===== config.mk =====
export PLATFORM = sky130hd
export DESIGN_NAME = hpt_regs
export DESIGN_NICKNAME = d
export VERILOG_FILES = /design/src/design/homogeneous_point_transform_assert.svh /design/src/design/hpt_pkg.sv /design/src/design/hpt_regs.sv
export SDC_FILE = /design/constraint.sdc
export NUM_CORES = 1
export LEC_CHECK = 0
export BUFFER_PORTS_ARGS = -buffer_cell sky130_fd_sc_hd__buf_2
export CAP_MARGIN = 20
export CORE_AREA = 4 4 253 255
export CTS_CLUSTER_SIZE = 16
export DETAILED_ROUTE_END_ITERATION = 16
export DIE_AREA = 0 0 257 259
export MAX_ROUTING_LAYER = met4
export SETUP_SLACK_MARGIN = 0.02
export SYNTH_ARGS = -nofsm -noshare
export SYNTH_HDL_FRONTEND = slang
export SYNTH_SLANG_ARGS = --single-unit

===== constraint.sdc =====
create_clock -name aclk -period 3.7 [get_ports aclk]
set_input_delay 0.555 -clock aclk [delete_from_list [all_inputs] [get_ports aclk]]
set_output_delay 0.555 -clock aclk [all_outputs]
set_load 0.05 [all_outputs]

===== src/design/homogeneous_point_transform_assert.svh =====
// ---------------------------------------------------------------------------
// homogeneous point transform assertion macros
// shared concurrent assertion forms, clocked on aclk
// ---------------------------------------------------------------------------
`ifndef HOMOGENEOUS_POINT_TRANSFORM_ASSERT_SVH
`define HOMOGENEOUS_POINT_TRANSFORM_ASSERT_SVH

// checked only outside reset
`define HPT_ASSERT(lbl, prop, msg) \
    lbl: assert property (@(posedge aclk) disable iff (!aresetn) prop) else $error(msg);

// checked in every cycle, reset included
`define HPT_ASSERT_ALWAYS(lbl, prop, msg) \
    lbl: assert property (@(posedge aclk) prop) else $error(msg);

`endif


===== src/design/hpt_pkg.sv =====
// ---------------------------------------------------------------------------
// hpt_pkg
// widths, payload types and reset values of the 4x4 point transform
// ---------------------------------------------------------------------------
package hpt_pkg;

    localparam int LANES     = 4;
    localparam int DATA_W    = 32;
    localparam int FRAC_BITS = 16;
    localparam int NUM_REGS  = 8;
    localparam int REG_W     = 64;
    localparam int ADDR_W    = $clog2(NUM_REGS * (REG_W / 8));
    localparam int IDX_W     = $clog2(NUM_REGS);
    localparam int IDX_LSB   = $clog2(REG_W / 8);

    localparam int PROD_W  = 2 * DATA_W;
    localparam int PAIR_W  = PROD_W + 1;
    localparam int SUM_W   = PROD_W + 2;
    localparam int SHIFT_W = SUM_W - FRAC_BITS;

    localparam logic [DATA_W-1:0] ONE_FX  = DATA_W'(1) << FRAC_BITS;
    localparam logic [DATA_W-1:0] MAX_FX  = {1'b0, {(DATA_W-1){1'b1}}};
    localparam logic [DATA_W-1:0] MIN_FX  = {1'b1, {(DATA_W-1){1'b0}}};

    typedef logic [LANES-1:0][DATA_W-1:0] vec_t;
    typedef logic [REG_W-1:0]             cfg_word_t;
    typedef logic [SUM_W-1:0]             sum_t;
    typedef sum_t [LANES-1:0]             sum_vec_t;
    typedef vec_t [LANES-1:0]             coef_mat_t;

    // load enables of the four pipeline stages
    typedef struct packed {
        logic s1;
        logic s2;
        logic s3;
        logic s4;
    } pipe_en_t;

    // identity matrix, two coefficients per register
    function automatic cfg_word_t cfg_reset_value(input int idx);
        cfg_word_t word;
        int        row;
        int        col;
        word = '0;
        row  = idx / 2;
        for (int h = 0; h < 2; h++) begin
            col = 2 * (idx % 2) + h;
            if (col == row) begin
                word[h*DATA_W +: DATA_W] = ONE_FX;
            end
        end
        return word;
    endfunction

endpackage


===== src/design/hpt_regs.sv =====
// ---------------------------------------------------------------------------
// hpt_regs
// coefficient register file behind the apb port
// ---------------------------------------------------------------------------
module hpt_regs
    import hpt_pkg::*;
(
    input  logic              aclk,
    input  logic              aresetn,
    input  logic              psel,
    input  logic              penable,
    input  logic              pwrite,
    input  logic [ADDR_W-1:0] paddr,
    input  logic [REG_W-1:0]  pwdata,
    output logic [REG_W-1:0]  prdata,
    output logic              pready,
    output coef_mat_t         coef
);

    cfg_word_t        cfg_reg [NUM_REGS];
    logic [IDX_W-1:0] idx;
    logic             wr_en;

    assign pready = 1'b1;
    assign idx    = paddr[ADDR_W-1:IDX_LSB];
    assign wr_en  = psel && penable && pwrite && pready;
    assign prdata = cfg_reg[idx];

    always_ff @(posedge aclk) begin
        if (!aresetn) begin
            for (int i = 0; i < NUM_REGS; i++) begin
                cfg_reg[i] <= cfg_reset_value(i);
            end
        end else if (wr_en) begin
            cfg_reg[idx] <= pwdata;
        end
    end

    // row r: cols 0,1 in register 2r, cols 2,3 in register 2r+1
    for (genvar r = 0; r < LANES; r++) begin : g_row
        for (genvar c = 0; c < LANES; c++) begin : g_col
            assign coef[r][c] = cfg_reg[2*r + c/2][(c%2)*DATA_W +: DATA_W];
        end
    end

endmodule


Word level (Yosys, flattened, before mapping)
Memories as Yosys holds them, arrays and structs flattened. Cells that the tools add are included.

Add/sub/neg operators: 0. Multipliers: 0. Div/mod/pow operators: 0. Order comparisons: 0. Equality and inequality tests: 0. Shift operators: 0. Mux-type cells: 8. Bitwise operators: 0. Reductions and logical operators: 3.

Operators with widths (number): 64-bit two-way mux (1); 64-bit OR reduction (1); 32-bit two-way mux (1); 1-bit two-way mux (5); 3-bit two-way mux (1); 1-bit logical AND (2).

Flip-flop bits (word level): 0. Bits in latches: 0. Memory bits (writable): 512. Bits in read-only memories: 0. Input port bits: 75. Output and inout port bits: 577. Word-level logic and storage cells: 12. Memories kept: 1.

Memory list: cfg_reg (words 8, width 64, read ports 9, clocked after memory_dff 0, wr ports 8, line hpt_regs.sv:20) `cfg_word_t cfg_reg [NUM_REGS];`.

Depth between registers and ports, before layout
Depth after elaboration: 7. Depth in mapped cells: 6. Depth with buffers taken out: 3.

Worst setup path after synthesis
OpenSTA, ideal clock, no wires.

Path type: input-to-reg. Start: in paddr[3]. End: mem cfg_reg[1][0] (netlist name), enable pin. Setup time: 0.433 ns. Data arrival time: 2.885 ns. Required time: 3.267 ns. Setup slack: 0.382 ns. Stages: 5. Buffers on the path: 2. Path through: buf_2 > inv_2 > nor4_1 > buf_2 > nand2b_1.

RTL lines: start: declaration (line hpt_regs.sv:13) `input logic [ADDR_W-1:0] paddr,`; end: declaration (line hpt_regs.sv:20).

Final worst setup path
Start: in paddr[3]. End: out prdata[15].

Word-level cells in the longest chain between the ends: 1.

RTL lines: memory 8 x 64 bit; end: declaration (line hpt_regs.sv:15) `output logic [REG_W-1:0] prdata,`.

No other way between the ends.

==> key figures <==
Synth
  – Post-Syn Instances: 1,339
  – Yosys reg bits: 512
  – Syn. warnings: 0
  – Synth Cell Area: ~23,000 um2
  – Count of cell types in the netlist: 26
  – Syn nets: 1,414
  – Share of the yosys chip area belonging to registers: 0.6727
  – Post-synth EDFFs: between 500 and 600
  – Avg Inst Size Synth: 17.07 um2
  – Synth top area cells: edfxtp_1, and2_1, mux4_2
  – Async SR Flop Fraction: 0
  – Synth top area share: 0.6727
  – Synth area leader: edfxtp_1
  – Top FF cell, synth: edfxtp_1

STA
  – Fin crit share: 0.8320
  – # setup viols final: 0
  – Worst Max-Slew Pin Slew: approximately 1 ns
  – Total negative slack: 0 ns
  – Minimum clock period: ~3.1 ns
  – PnR worst setup slack: roughly 0.62 ns
  – RSZ-0062 raised after global routing: false
  – Max Clk Rate: around 320 MHz
  – Fin. max-slew vios: 0
  – Fin. Hold Viols: 0
  – Slew HR: 0.3315

Power and ir drop
  – Net Sw Frac: 0.3081
  – Sequential share of power: 0.454
  – Psw: around 4.7 mW
  – Clock Power Share: 0.360
  – Comb pwr share: 0.186
  – Pwr Density: roughly 520 nW/um2
  – Worst IR drop on VDD: around 520 uV
  – Leak Pwr: approximately 11 nW
  – Cell Int Power: between 10 and 15 mW

Worst hold path
  – Hold path endpoint: cfg_reg[7][48]
  – Hold path start: pwdata[48]
  – HP Class: in2reg
  – Hold Path Depth: 2

Detailed routing
  – First-pass DRT Iterations: 5
  – Vias per Instance: approximately 5.1
  – Post-Route WL: 80,680 um
  – Post-route ant nets: 0
  – DR WL/cell: roughly 28 um
  – DR iter-0 viols: around 1,000
  – Residual DRC count: 0
  – Via count: ~15,000

GRT
  – Pin count of the biggest net entering global routing: 65
  – Grt ovf: 0
  – First-pass GRT wire length: 114,000 um
  – Vias in the first global route: around 16,000
  – Initial antenna violation count: 5
  – Total track usage: 0.2414

Placed design
  – Port bufs: about 650
  – Dpl hpwl: 52,440 um
  – Post-place setup slack: 0.4742 ns
  – Routability cong.: approximately 0.9
  – Placed cell count: about 2,800

Worst setup path
  – Setup crit start kind: input pin
  – Crit path max fanout: just under 50
  – Slowest CP cell: mux4_2
  – CP Buf/Inv Count: 3
  – Crit path max-delay family: buffers and inverters
  – Critical Path Sink Type: output port
  – CP cell instances: buf_8 -> buf_4 -> mux4_2 -> mux2_2 -> buf_2
  – Critical Path RT: between 3 and 4 ns
  – Number of stages on the worst setup path: 5
  – Setup CP Type: in2out
  – Max incr delay on CP: 0.52 ns
  – Worst endpoint data arrival time: ~2.5 ns

Status
  – Outcome: complete, no violations

Floorplanning
  – Initial Utilization: 0.3710
  – Die area: between 60,000 and 70,000 um2
  – Core area: between 60,000 and 70,000 um2
  – Top-level I/O count: about 650
  – Die Y: around 260 um
  – Die width: ~260 um
  – Rows: slightly above 90

Cells and area
  – Fin cells: about 2,900
  – Final Util: 0.4734
  – Largest register FFs: 512
  – Area grow syn2layout: 27.57%
  – Share of layout cells above drive strength 1: 0.4836
  – Nets: 2,070
  – Fill cells: approximately 5,400

Clocking
  – Resized Gates After CTS: 0
  – Root Driver: clkbuf_16
  – Num CTS Buffers: 55
  – Depth of the CTS H-tree: 2
  – Post-CTS setup buffers: 0
  – Max Root-Sink Buffers: 3
  – Sinks on Clock Net: a little over 500
  – TritonCTS clock tree: done
  – Clk slew on worst S/H paths: 0.06 ns
  – Post-CTS Hold Buffers: 0

Run
  – Maxcap violations: 0
==> per-stage QoR <==
step	hold WS [ns]	cell area [um2]	total power, mW
2_1_floorplan	0.7328	22860	9.001
3_3_place_gp	0.9033	27360	9.855
3_5_place_dp	0.9158	27360	9.872
4_1_cts	0.2667	29140	15.33
5_1_grt	0.2964	29150	15.66
6_report	0.3059	29160	15.22
==> metal layers <==
metal | GRT usage | share of wire | up-vias
li1 | - | - | 6312
met1 | 0.2905 | 0.39 | 7642
met2 | 0.4011 | 0.50 | 681
met3 | 0.05658 | 0.074 | 150
met4 | 0.08850 | 0.040 | 0
met5 | - | 0 | -
==> power by group through the flow <==
| stage | Sequential [mW] | Clock (mW) | Combinational (mW) |
|---|---|---|---|
| 3_5_place_dp | 7.02 | 0 | 2.85 |
| 3_3_place_gp | 7.01 | 0 | 2.84 |
| 4_1_cts | 6.91 | 5.57 | 2.85 |
| 6_report | 6.90 | 5.49 | 2.83 |
| 5_1_grt | 6.93 | 5.81 | 2.91 |
| 2_1_floorplan | 8.11 | 0 | 0.888 |
==> logic make-up after synthesis <==
logic type / synth area share
and+or+nand+nor: 0.1464
DFF: 0.6727
muxes: 0.1566
buffers and inverters: 0.02299
AOI/OAI and AO/OA: 0.001095
other: 0.0001641
==> worst max-delay path by stage <==
stage,from,endpoint,slack (ns)
after floorplan,paddr[3],cfg_reg[1][0],0.38
after global routing,paddr[3],prdata[15],0.51
final,paddr[3],prdata[15],0.62
after CTS,paddr[3],prdata[15],0.59
after detailed placement,aresetn,cfg_reg[1][34],0.47
after global placement,aresetn,cfg_reg[1][48],0.47
==> layout by cell type (no fill, tap or decap), types with 2 or more instances in the layout <==
cell        synthesis  final
mux2_2             63     63
bufinv_16           0      6
nand2b_1           12      4
and2_1            508    508
buf_12              0     23
clkinvlp_4          0      5
diode_2             0      6
nand2_1             2      2
and3_2              0      4
clkinv_1            0      9
clkinv_2            0     14
clkbuf_16           0     55
nor2b_1             2      2
buf_2              22    644
clkbuf_1           29      8
nand2b_4            0      8
buf_4               1     26
nor4_2              0      2
mux4_2            127    127
nor3_2              0      2
inv_6               0      5
edfxtp_1          512    512
==> area by class of cell <==
cell class / instances / area [um2] / share of cell area
sequential: 512 / 15370 / 0.5273
multi-input combinational: 731 / 7043 / 0.2415
timing repair buffer: 694 / 3894 / 0.1335
clock buffer: 63 / 1406 / 0.04823
tap: 837 / 1047 / 0.03592
clock inverter: 40 / 374.1 / 0.01283
antenna: 6 / 15.01 / 0.0005149
inverter: 1 / 3.754 / 0.0001287
==> synthesized netlist by cell type, types with 2 or more instances <==
cell,number
edfxtp_1,512
nor4_1,2
mux2_2,63
nand2_1,2
clkbuf_1,29
nor2b_1,2
nand2b_1,12
clkbuf_2,29
buf_6,13
and3_1,4
nor3_1,2
and2_1,508
mux4_2,127
buf_2,22
Note: power is estimated with default switching activity, not from simulation.
