==> config.mk <==
export PLATFORM = sky130hd
export DESIGN_NAME = hpt_merge
export DESIGN_NICKNAME = d
export VERILOG_FILES = /design/src/design/homogeneous_point_transform_assert.svh /design/src/design/hpt_pkg.sv /design/src/design/hpt_merge.sv
export SDC_FILE = /design/constraint.sdc
export NUM_CORES = 1
export LEC_CHECK = 0
export ABC_AREA = 1
export BUFFER_PORTS_ARGS = -buffer_cell sky130_fd_sc_hd__buf_2
export CAP_MARGIN = 25
export CORE_AREA = 2 2 155 157
export CTS_CLUSTER_SIZE = 10
export DETAILED_ROUTE_END_ITERATION = 16
export DIE_AREA = 0 0 157 159
export HOLD_SLACK_MARGIN = 0.06
export SYNTH_ARGS = -nofsm -noshare
export SYNTH_HDL_FRONTEND = slang
export SYNTH_SLANG_ARGS = --single-unit
export TNS_END_PERCENT = 30
==> constraint.sdc <==
create_clock -name aclk -period 1.2 [get_ports aclk]
set_input_delay 0 -clock aclk [delete_from_list [all_inputs] [get_ports aclk]]
set_output_delay 0 -clock aclk [all_outputs]
set_load 0.01 [all_outputs]
==> src/design/homogeneous_point_transform_assert.svh <==
// ---------------------------------------------------------------------------
// homogeneous point transform assertion macros
// shared concurrent assertion forms, clocked on aclk
// ---------------------------------------------------------------------------
`ifndef HOMOGENEOUS_POINT_TRANSFORM_ASSERT_SVH
`define HOMOGENEOUS_POINT_TRANSFORM_ASSERT_SVH

// checked only outside reset
`define HPT_ASSERT(lbl, prop, msg) \
    lbl: assert property (@(posedge aclk) disable iff (!aresetn) prop) else $error(msg);

// checked in every cycle, reset included
`define HPT_ASSERT_ALWAYS(lbl, prop, msg) \
    lbl: assert property (@(posedge aclk) prop) else $error(msg);

`endif

==> src/design/hpt_pkg.sv <==
// ---------------------------------------------------------------------------
// hpt_pkg
// widths, payload types and reset values of the 4x4 point transform
// ---------------------------------------------------------------------------
package hpt_pkg;

    localparam int LANES     = 4;
    localparam int DATA_W    = 32;
    localparam int FRAC_BITS = 16;
    localparam int NUM_REGS  = 8;
    localparam int REG_W     = 64;
    localparam int ADDR_W    = $clog2(NUM_REGS * (REG_W / 8));
    localparam int IDX_W     = $clog2(NUM_REGS);
    localparam int IDX_LSB   = $clog2(REG_W / 8);

    localparam int PROD_W  = 2 * DATA_W;
    localparam int PAIR_W  = PROD_W + 1;
    localparam int SUM_W   = PROD_W + 2;
    localparam int SHIFT_W = SUM_W - FRAC_BITS;

    localparam logic [DATA_W-1:0] ONE_FX  = DATA_W'(1) << FRAC_BITS;
    localparam logic [DATA_W-1:0] MAX_FX  = {1'b0, {(DATA_W-1){1'b1}}};
    localparam logic [DATA_W-1:0] MIN_FX  = {1'b1, {(DATA_W-1){1'b0}}};

    typedef logic [LANES-1:0][DATA_W-1:0] vec_t;
    typedef logic [REG_W-1:0]             cfg_word_t;
    typedef logic [SUM_W-1:0]             sum_t;
    typedef sum_t [LANES-1:0]             sum_vec_t;
    typedef vec_t [LANES-1:0]             coef_mat_t;

    // load enables of the four pipeline stages
    typedef struct packed {
        logic s1;
        logic s2;
        logic s3;
        logic s4;
    } pipe_en_t;

    // identity matrix, two coefficients per register
    function automatic cfg_word_t cfg_reset_value(input int idx);
        cfg_word_t word;
        int        row;
        int        col;
        word = '0;
        row  = idx / 2;
        for (int h = 0; h < 2; h++) begin
            col = 2 * (idx % 2) + h;
            if (col == row) begin
                word[h*DATA_W +: DATA_W] = ONE_FX;
            end
        end
        return word;
    endfunction

endpackage

==> src/design/hpt_merge.sv <==
// ---------------------------------------------------------------------------
// hpt_merge
// scales and clamps the four row sums, folds clamp flags into one
// ---------------------------------------------------------------------------
module hpt_merge
    import hpt_pkg::*;
(
    input  logic     aclk,
    input  pipe_en_t en,
    input  sum_vec_t sums,
    output vec_t     result,
    output logic     saturated
);

    vec_t             result_reg;
    vec_t             result_next;
    logic             sat_reg;
    logic             sat_next;
    logic [LANES-1:0] lane_sat;

    always_comb begin
        logic [SHIFT_W-1:0]      shifted;
        logic [SHIFT_W-DATA_W:0] upper;
        for (int k = 0; k < LANES; k++) begin
            // arithmetic shift: drop the fraction bits of the exact sum
            shifted     = sums[k][SUM_W-1:FRAC_BITS];
            upper       = shifted[SHIFT_W-1:DATA_W-1];
            lane_sat[k] = (|upper) && !(&upper);
            if (lane_sat[k]) begin
                result_next[k] = shifted[SHIFT_W-1] ? MIN_FX : MAX_FX;
            end else begin
                result_next[k] = shifted[DATA_W-1:0];
            end
        end
        sat_next = |lane_sat;
    end

    always_ff @(posedge aclk) begin
        if (en.s4) begin
            result_reg <= result_next;
            sat_reg    <= sat_next;
        end
    end

    assign result    = result_reg;
    assign saturated = sat_reg;

endmodule

# After elaboration in Yosys (flattened, before gate mapping)
# Index checks and enable logic that the tools add are counted.
# word_totals
reg_bits,129
latch_bits,0
ram_bits,0
rom_bits,0
in_bits,269
output_inout_bits,129
wordCells,30
memories,0
# classes
add_sub_neg,0
mul,0
div_mod_pow,0
magnitude_cmp,0
eq_ne,0
shift,0
muxes,8
bitwise_logic,0
n_reduce_logical,17
# op_table
operator,n
$mux W32,8
$reduce_and A19 Y1,4
$reduce_or A19 Y1,4
$logic_and A1 B1 Y1,4
$logic_not A1 Y1,4
$reduce_or A4 Y1,1

# Logic depth before layout (Yosys ltp)
# Gate-level depths: netlist of run 1.
# logic_depth
depth_word,4
mapped_depth,9
mapped_depth_nobuf,9

# Least setup slack after synthesis of run 1
# No wires, ideal clock.
# synth_timing
kind,input -> register
startpoint,input sums[246] in the netlist's numbering
endpoint,"register result_reg (netlist bit result[100]), data pin"
setup_ns,0.252
t_arrival_ns,0.778
required_ns,0.948
path_slack_ns,0.170
stages,6
path_buffers,1
cell_sequence,or2_1 > nor2_1 > nand3_2 > nand3b_2 > buf_6 > nand2_1
# synth_lines
element,line,text
from (decl),hpt_merge.sv:10,"input sum_vec_t sums,"
to (signal assigned),hpt_merge.sv:40,result_reg <= result_next;
to (decl),hpt_merge.sv:15,vec_t result_reg;

# Worst setup path in the final report of run 1
# layout_timing
startpoint,input en[0] in the netlist's numbering
endpoint,register result_reg (netlist bit result[4]) (enable)
# layout_lines
element,line,text
from (decl),hpt_merge.sv:9,"input pipe_en_t en,"
# No word-level cell between the ends.

==> results of run 1 <==
tightest hold or removal path, delay by kind of cell:
| kind | cells | cell delay, ns |
|---|---|---|
| buffers and inverters | 1 | 0.08 |
| and+or+nand+nor | 7 | 0.43 |
cell usage in the layout (no fill, tap or decap), types with 2 or more instances in the layout:
cell type	netlist	final
nand2_4	3	3
or2_1	6	6
buf_12	0	11
buf_2	3	329
nand3_2	3	3
nand2_1	292	292
bufinv_16	0	2
inv_1	5	5
clkinvlp_4	0	2
dlygate4sd3_1	3	129
clkinv_4	0	2
nand3_1	5	5
nand3b_2	3	3
clkinv_2	0	3
nor2_1	56	56
buf_4	3	19
nand4_1	8	8
edfxtp_1	129	129
inv_6	0	5
clkbuf_16	0	17
cell families after synthesis:
| family | after synthesis | share of synthesized area [%] |
|---|---|---|
| flip-flops | 129 | 68.0 |
| buffers and inverters | 33 | 5.14 |
| AND/OR/NAND/NOR | 378 | 26.8 |
timing repair:
action,in CTS,in global routing
endpoints found under the setup margin,0,0
hold buffers,129,0
hold endpoints to repair,149,0
Yosys cell counts:
cell type | number | share of area (%)
edfxtp_1 | 129 | 68
nand3b_1 | 1 | 0.13
nand2_1 | 292 | 19
nor2_1 | 56 | 3.7
nor3_1 | 1 | 0.088
or2_1 | 6 | 0.66
buf_2 | 3 | 0.26
buf_6 | 18 | 3.6
nand4_1 | 8 | 0.88
nand3_1 | 5 | 0.44
nand3b_2 | 3 | 0.59
nand2_4 | 3 | 0.59
inv_1 | 5 | 0.33
buf_4 | 3 | 0.40
clkbuf_1 | 1 | 0.066
dlygate4sd3_1 | 3 | 0.53
nand3_2 | 3 | 0.53
layout make-up:
| cell class | instances | share of cell area [%] |
|---|---|---|
| flip-flops and latches | 129 | 39.9 |
| clock buffers | 17 | 4.38 |
| repair buffers | 489 | 34.1 |
| clock inverters | 15 | 1.60 |
| inverters | 5 | 0.193 |
| well taps | 319 | 4.11 |
| multi-input cells | 378 | 15.7 |
layer usage:
layer,vias up,track usage (%),wire length (µm)
li1,2727,-,-
met2,217,25.9,9340
met4,0,4.38,273
met1,2491,14.8,7120
met5,-,0,0
met3,19,4.44,1220
through the flow:
| step | setup TNS [ns] | hold slack, ns | utilization [%] | cells | total power [mW] |
|---|---|---|---|---|---|
| after floorplan | 0 | 0.112 | - | 540 | 5.97 |
| after global placement | -1.63 | 0.245 | 33.8 | 1191 | 6.86 |
| after detailed placement | -2.99 | 0.250 | 33.8 | 1191 | 6.89 |
| after CTS | 0 | 0.259 | 41.9 | 1352 | 12.4 |
| after global routing | 0 | 0.299 | 41.9 | 1352 | 12.7 |
| final | 0 | 0.269 | 41.9 | 1352 | 12.2 |
power by group:
| part | internal, mW | leakage (nW) | switching (mW) |
|---|---|---|---|
| registers | 5.35 | 1.26 | 0.0865 |
| clock network | 3.08 | 0.282 | 2.02 |
| logic | 0.885 | 2.81 | 0.796 |
| total | 9.31 | 4.36 | 2.90 |
final timing paths:
path / end / slack (ns) / from
setup / recovery: result[4] / 0.17 / en[0]
hold / removal: result[37] / 0.27 / sums[130]
==> flow_summary.ini, run 1 <==
[logic_synthesis]
ys_ff_latch = 129
yosys_warnings = 0
syn_area_per_cell_um2 = 10.5
yosysUniqueCellTypes = 17
syn_inst = 540
synthesis.nets = 809
netlist_area_um2 = 5700
ys_seq_area_share_pct = 68.0

[worst_setup_path]
critPathLaunchType = primary input
cp_max_fo = 31
slowest_delay_ns = 0.54
path_cells = dlygate4sd3_1, buf_6, buf_12
arrival_ns = 1.13
crit_family = buffers and inverters
path_buf_inv = 3
slowest_stage = dlygate4sd3_1
crit_required_ns = 1.30
cp.depth = 3
crit_type = primary input to register
worstSetupEndpointType = register

[global_route]
grt_max_degree = 33
grtUsageTotal_pct = 13.9
grt_pass1_vias = 5463
grt_pass1_wl_mm = 27.3
grt_overflow = 0
antenna_found_initial = 0

[finish]
largest_reg_flops = 128
layout.nets = 1289
multi_input_area_um2 = 1530
regArea_um2 = 3870
n_antenna_cell = 0
n_fill_cell = 2222
drive_gt1_share_pct = 38.7
finalInstanceArea_um2 = 9710
area_growth_pct = 70.5

[clocking]
cts_setup_buffers = 0
clkTransAtPathRegs_ns = 0.06
clock-root-buffer = clkbuf_16
cts.sinks = 129
numCtsBuffers = 17
h-tree-depth = 4
cts_tree = done
post_cts_resized = 0
clockBufferDepth = 2

[floorplan]
fp.coreArea_um2 = 23200
boundaryPins = 398
std_cell_rows = 56
dieHeight_um = 159
dieWidth_um = 157
start_util_pct = 24.6
dieArea_um2 = 25000

[route]
vias_per_cell = 4.03
final_antenna_net_count = 0
first_pass_iters = 5
drt-total-wl_mm = 17.9
avgRoutedWirePerCell_um = 13.3
drt_iter0_drc = 284
drc_errors = 0
num_vias = 5454

[placed_design]
dpl.hpwl_mm = 12.8
place_congestion = 0.817
post-place-ws_ns = -0.0653
placed_area_um2 = 7840
io_buffers = 330

[power]
power_density_nw_per_um2 = 1260
p_leak_nw = 4.36
irDropWorstVdd_uv = 744

[worst_hold_path]
hold_depth = 8
hp-class = primary input to register

[sta]
period_share_pct = 85.6
setup_violations = 0
hold_viol = 0
timing.final.ws_setup_ns = 0.172
post-route-min-period_ns = 1.03
drv_slew = 0
worst_slew_margin_rel_pct = 78.6
worstMarginPinSlew_ns = 0.321
rsz0062_at_grt = false
fmax_ghz = 0.973

[outcome]
status = complete, no violations

[run]
maxCapViolations = 0
Note: power is estimated with default switching activity, not from simulation.
==> run 2: changes to the inputs <==
REMOVE_ABC_BUFFERS = 1   (was not set)
==> run 2 against run 1 <==
Via count up 0.26%. Clock power down 5.7%. Final cell count about the same. Die area unchanged. Largest power group unchanged. Combinational power about the same. Non-clock buffer count unchanged. First-iteration DRC count up 1.8%. Total power down 2.4%. Setup slack worse by 0.021 ns.
==> flow_summary.ini, run 2 (synthesis gave the netlist of run 1 again) <==
[finish]
largest_reg_flops = 128
layout_common_cells = buf_2, nand2_1, dlygate4sd3_1, edfxtp_1, nor2_1
area_growth_pct = 70.4
mostFrequentLayoutCell = buf_2
layout.nets = 1289
drive_gt1_share_pct = 38.5

[worst_setup_path]
critPathLaunchType = primary input
worstSetupEndpointType = register
crit_type = primary input to register
crit_required_ns = 1.30
arrival_ns = 1.15
cp_max_fo = 32
path_cells = dlygate4sd3_1, buf_6, buf_12
slowest_stage = dlygate4sd3_1
slowest_delay_ns = 0.55

[floorplan]
std_cell_rows = 56
boundaryPins = 398
dieArea_um2 = 25000
fp.coreArea_um2 = 23200
dieHeight_um = 159
start_util_pct = 24.6
dieWidth_um = 157

[clocking]
holdBufCountCts = 129
numCtsBuffers = 17
h-tree-depth = 4
clock-root-buffer = clkbuf_16
clkTransAtPathRegs_ns = 0.06
cts.sinks = 129
post_cts_resized = 0
cts_setup_buffers = 0
cts_tree = done
clockBufferDepth = 2

[sta]
hold_viol = 0
tns_ns = 0
period_share_pct = 87.4
drv_slew = 0
post-route-min-period_ns = 1.05
worstMarginPinSlew_ns = 0.320
setup_violations = 0
worst_slew_margin_rel_pct = 78.6
rsz0062_at_grt = false
holdWs_ns = 0.233
fmax_ghz = 0.953

[power]
combPwrFrac_pct = 14.0
power.share.sequential_pct = 45.7
power.internal_mw = 9.07
p_sw_mw = 2.85
clock_power_share_pct = 40.3
irDropWorstVdd_uv = 744
p_leak_nw = 4.34
power_density_nw_per_um2 = 1230
switching_share_pct = 23.9

[route]
final_antenna_net_count = 0
avgRoutedWirePerCell_um = 13.3
drt_iter0_drc = 289
first_pass_iters = 5
vias_per_cell = 4.04
num_vias = 5468
drt-total-wl_mm = 18.0
drc_errors = 0

[global_route]
grtUsageTotal_pct = 13.9
grt_pass1_vias = 5420
antenna_found_initial = 0
grt_overflow = 0
grt_max_degree = 34
grt_pass1_wl_mm = 27.1

[outcome]
status = complete, no violations

[run]
maxCapViolations = 0

[worst_hold_path]
min_to = result[4]
hold_depth = 4
min_from = sums[65]
hp-class = primary input to register

[placed_design]
io_buffers = 330
place_congestion = 0.813
dpl.hpwl_mm = 12.4
==> run 2: cell types whose count changed in the layout (fill, tap and decap cells not counted) <==
| cell | previous run | this run |
|---|---|---|
| clkinvlp_4 | 2 | 4 |
| bufinv_16 | 2 | 1 |
| clkinv_1 | 1 | 2 |
| clkinv_4 | 2 | 3 |
| buf_4 | 19 | 17 |
| clkbuf_1 | 0 | 1 |
| inv_6 | 5 | 1 |
| diode_2 | 0 | 1 |
| buf_12 | 11 | 13 |
==> run 2: per-stage QoR <==
step | cells | setup slack (ns) | util (%) | instance area [µm²] | power [mW]
floorplan | 512 | -0.0838 | - | 5420 | 5.92
CTS | 1352 | 0.175 | 41.8 | 9700 | 12.1
finish | 1353 | 0.151 | 41.9 | 9710 | 11.9
global placement | 1191 | -0.0939 | 33.9 | 7870 | 6.86
global route | 1352 | 0.137 | 41.8 | 9700 | 12.4
detailed placement | 1191 | -0.129 | 33.9 | 7870 | 6.88
==> run 2: worst max-delay path by stage <==
stage	slack, ns	startpoint	to
floorplan	-0.08	sums[64]	result[0]
global placement	-0.09	sums[51]	result[20]
detailed placement	-0.13	sums[51]	result[7]
CTS	0.17	en[0]	result[43]
global route	0.14	en[0]	result[94]
finish	0.15	en[0]	result[72]
==> run 2: power groups by stage <==
stage | combinational [mW] | clock [mW] | sequential, mW
6_report | 1.67 | 4.81 | 5.44
3_3_place_gp | 1.34 | 0 | 5.52
3_5_place_dp | 1.35 | 0 | 5.53
4_1_cts | 1.68 | 4.99 | 5.44
5_1_grt | 1.82 | 5.15 | 5.47
2_1_floorplan | 0.186 | 0 | 5.74
==> run 2: worst max-delay path: cells and delay by family <==
kind	cells	cell delay [ns]
buf+inv	3	1.11
==> run 2: cell type report <==
class	count	area, µm²
multi-input cells	378	1530
fillers	2238	13500
diodes	1	2.50
inverters	5	18.8
clock inverters	14	118
well taps	319	399
clock buffers	18	429
flip-flops and latches	129	3870
repair buffers	489	3340
==> run 2: metal layers <==
layer	GRT usage (%)	wire (µm)
met5	0	0
met1	15.3	7200
met4	5.09	394
met3	4.44	1350
met2	24.8	9100
==> run 3: changes to the inputs <==
SETUP_SLACK_MARGIN = 0.5   (was not set)
==> run 3 against run 2 <==
The flow now finishes with violations (negative hold slack). Final cell count is 0.15% higher. Utilization is 0.58 points higher. First-iteration DRC count is 15% higher. Cell area is 1.4% higher. Clock power hardly changed. Sequential power hardly changed. Non-clock buffer count is 2 higher. Die area stayed put. Count of clock-buffer cells in the layout stayed put. Sequential cell count stayed put. Critical path type is now register to output port. Largest cell class unchanged.
==> flow_summary.ini, run 3 (synthesis gave the netlist of run 1 again) <==
[floorplan]
std_cell_rows = 56
start_util_pct = 24.6
boundaryPins = 398
fp.coreArea_um2 = 23200
dieHeight_um = 159
dieArea_um2 = 25000
dieWidth_um = 157

[sta]
worst_slew_margin_rel_pct = 78.7
rsz0062_at_grt = true
worstMarginPinSlew_ns = 0.320
drv_slew = 0
fmax_ghz = 1.02
setup_violations = 0
timing.final.ws_setup_ns = 0.221
tns_ns = 0
period_share_pct = 81.6
post-route-min-period_ns = 0.979
hold_viol = 15
holdWs_ns = -0.0253

[power]
power_mw = 12.0
power_density_nw_per_um2 = 1220
p_leak_nw = 4.39
irDropWorstVdd_uv = 745

[route]
first_pass_iters = 7
avgRoutedWirePerCell_um = 13.6
drt-total-wl_mm = 18.4
num_vias = 5509
drt_iter0_drc = 333
final_antenna_net_count = 0
vias_per_cell = 4.07
drc_errors = 0

[clocking]
h-tree-depth = 4
cts_tree = done
clock-root-buffer = clkbuf_16
clockBufferDepth = 2
holdBufCountCts = 128
clkTransAtPathRegs_ns = 0.06
cts.sinks = 129
numCtsBuffers = 17

[global_route]
grtUsageTotal_pct = 13.9
grt_pass1_wl_mm = 27.0
antenna_found_initial = 0
grt_pass1_vias = 5408
grt_max_degree = 34
grt_overflow = 0

[worst_setup_path]
path_cells = buf_6
slowest_delay_ns = 0.42
crit_required_ns = 1.20
crit_type = register to output port
path_buf_inv = 1
worstSetupEndpointType = output port
arrival_ns = 0.98
crit_family = flip-flops
critPathLaunchType = register
cp_max_fo = 1
slowest_stage = edfxtp_1

[placed_design]
post-place-ws_ns = -0.129
dpl.hpwl_mm = 12.4
placed_area_um2 = 7870
place_congestion = 0.813
io_buffers = 330

[finish]
final_util_pct = 42.4
mostFrequentLayoutCell = buf_2
multi_input_area_um2 = 1550
regArea_um2 = 3870
layout_common_cells = buf_2, nand2_1, edfxtp_1
layout.nets = 1291
largest_reg_flops = 128
area_growth_pct = 72.8
n_fill_cell = 2219
drive_gt1_share_pct = 39.2
finalInstanceArea_um2 = 9840

[run]
maxCapViolations = 0

[outcome]
violations = negative hold slack
status = finished, violations left

[worst_hold_path]
min_from = en[0]
hp-class = primary input to register
hold_depth = 1
min_to = result[7]
-- run 3: cell types whose count changed in the layout (fill, tap and decap cells not counted), sizes merged --
cell and delta:
dlygate4sd3 -1, buf +1, clkbuf +2
-- run 3: metal layers --
| layer | vias up | global-route usage [%] | share of wire, % |
|---|---|---|---|
| met2 | 255 | 24.8 | 51 |
| met3 | 23 | 4.44 | 7.5 |
| met1 | 2498 | 15.3 | 40 |
| met4 | 0 | 5.09 | 1.8 |
| met5 | - | 0 | 0 |
| li1 | 2733 | - | - |
-- run 3: report_power, final --
part	switching, mW	internal [mW]	total, mW
combinational	0.802	0.925	1.73
sequential	0.0901	5.35	5.45
clock	1.98	2.83	4.82
total	2.87	9.11	12.0
-- run 3: how the worst max path moves through the flow --
stage	end	start	slack [ns]	cells after the start
finish	result[37]	result[37]	0.22	1
CTS	result[37]	result[37]	0.20	1
global placement	result[20]	sums[51]	-0.09	8
detailed placement	result[7]	sums[51]	-0.13	8
global route	result[37]	result[37]	0.19	1
floorplan	result[0]	sums[64]	-0.08	6
-- run 3: area by class of cell --
type / instances / area share [%]
Clock buffer: 18 / 4.36
Tap cell: 319 / 4.06
Timing Repair Buffer: 491 / 35.0
Multi-Input combinational cell: 378 / 15.8
Inverter: 5 / 0.191
Sequential cell: 129 / 39.4
Antenna cell: 1 / 0.0254
Clock inverter: 14 / 1.20
-- run 3: what timing repair did --
action,CTS,global route
gates cloned,0,2
pin swaps,0,8
resized for setup,3,15
setup endpoints to repair,254,254
hold endpoints to repair,144,16
setup buffers,0,1
-- run 3: per-stage QoR --
step | std cells | hold slack (ns)
after floorplan | 512 | 0.0989
after global placement | 1191 | 0.237
after detailed placement | 1191 | 0.237
after CTS | 1351 | -0.0391
after global routing | 1354 | -0.0362
final | 1355 | -0.0253
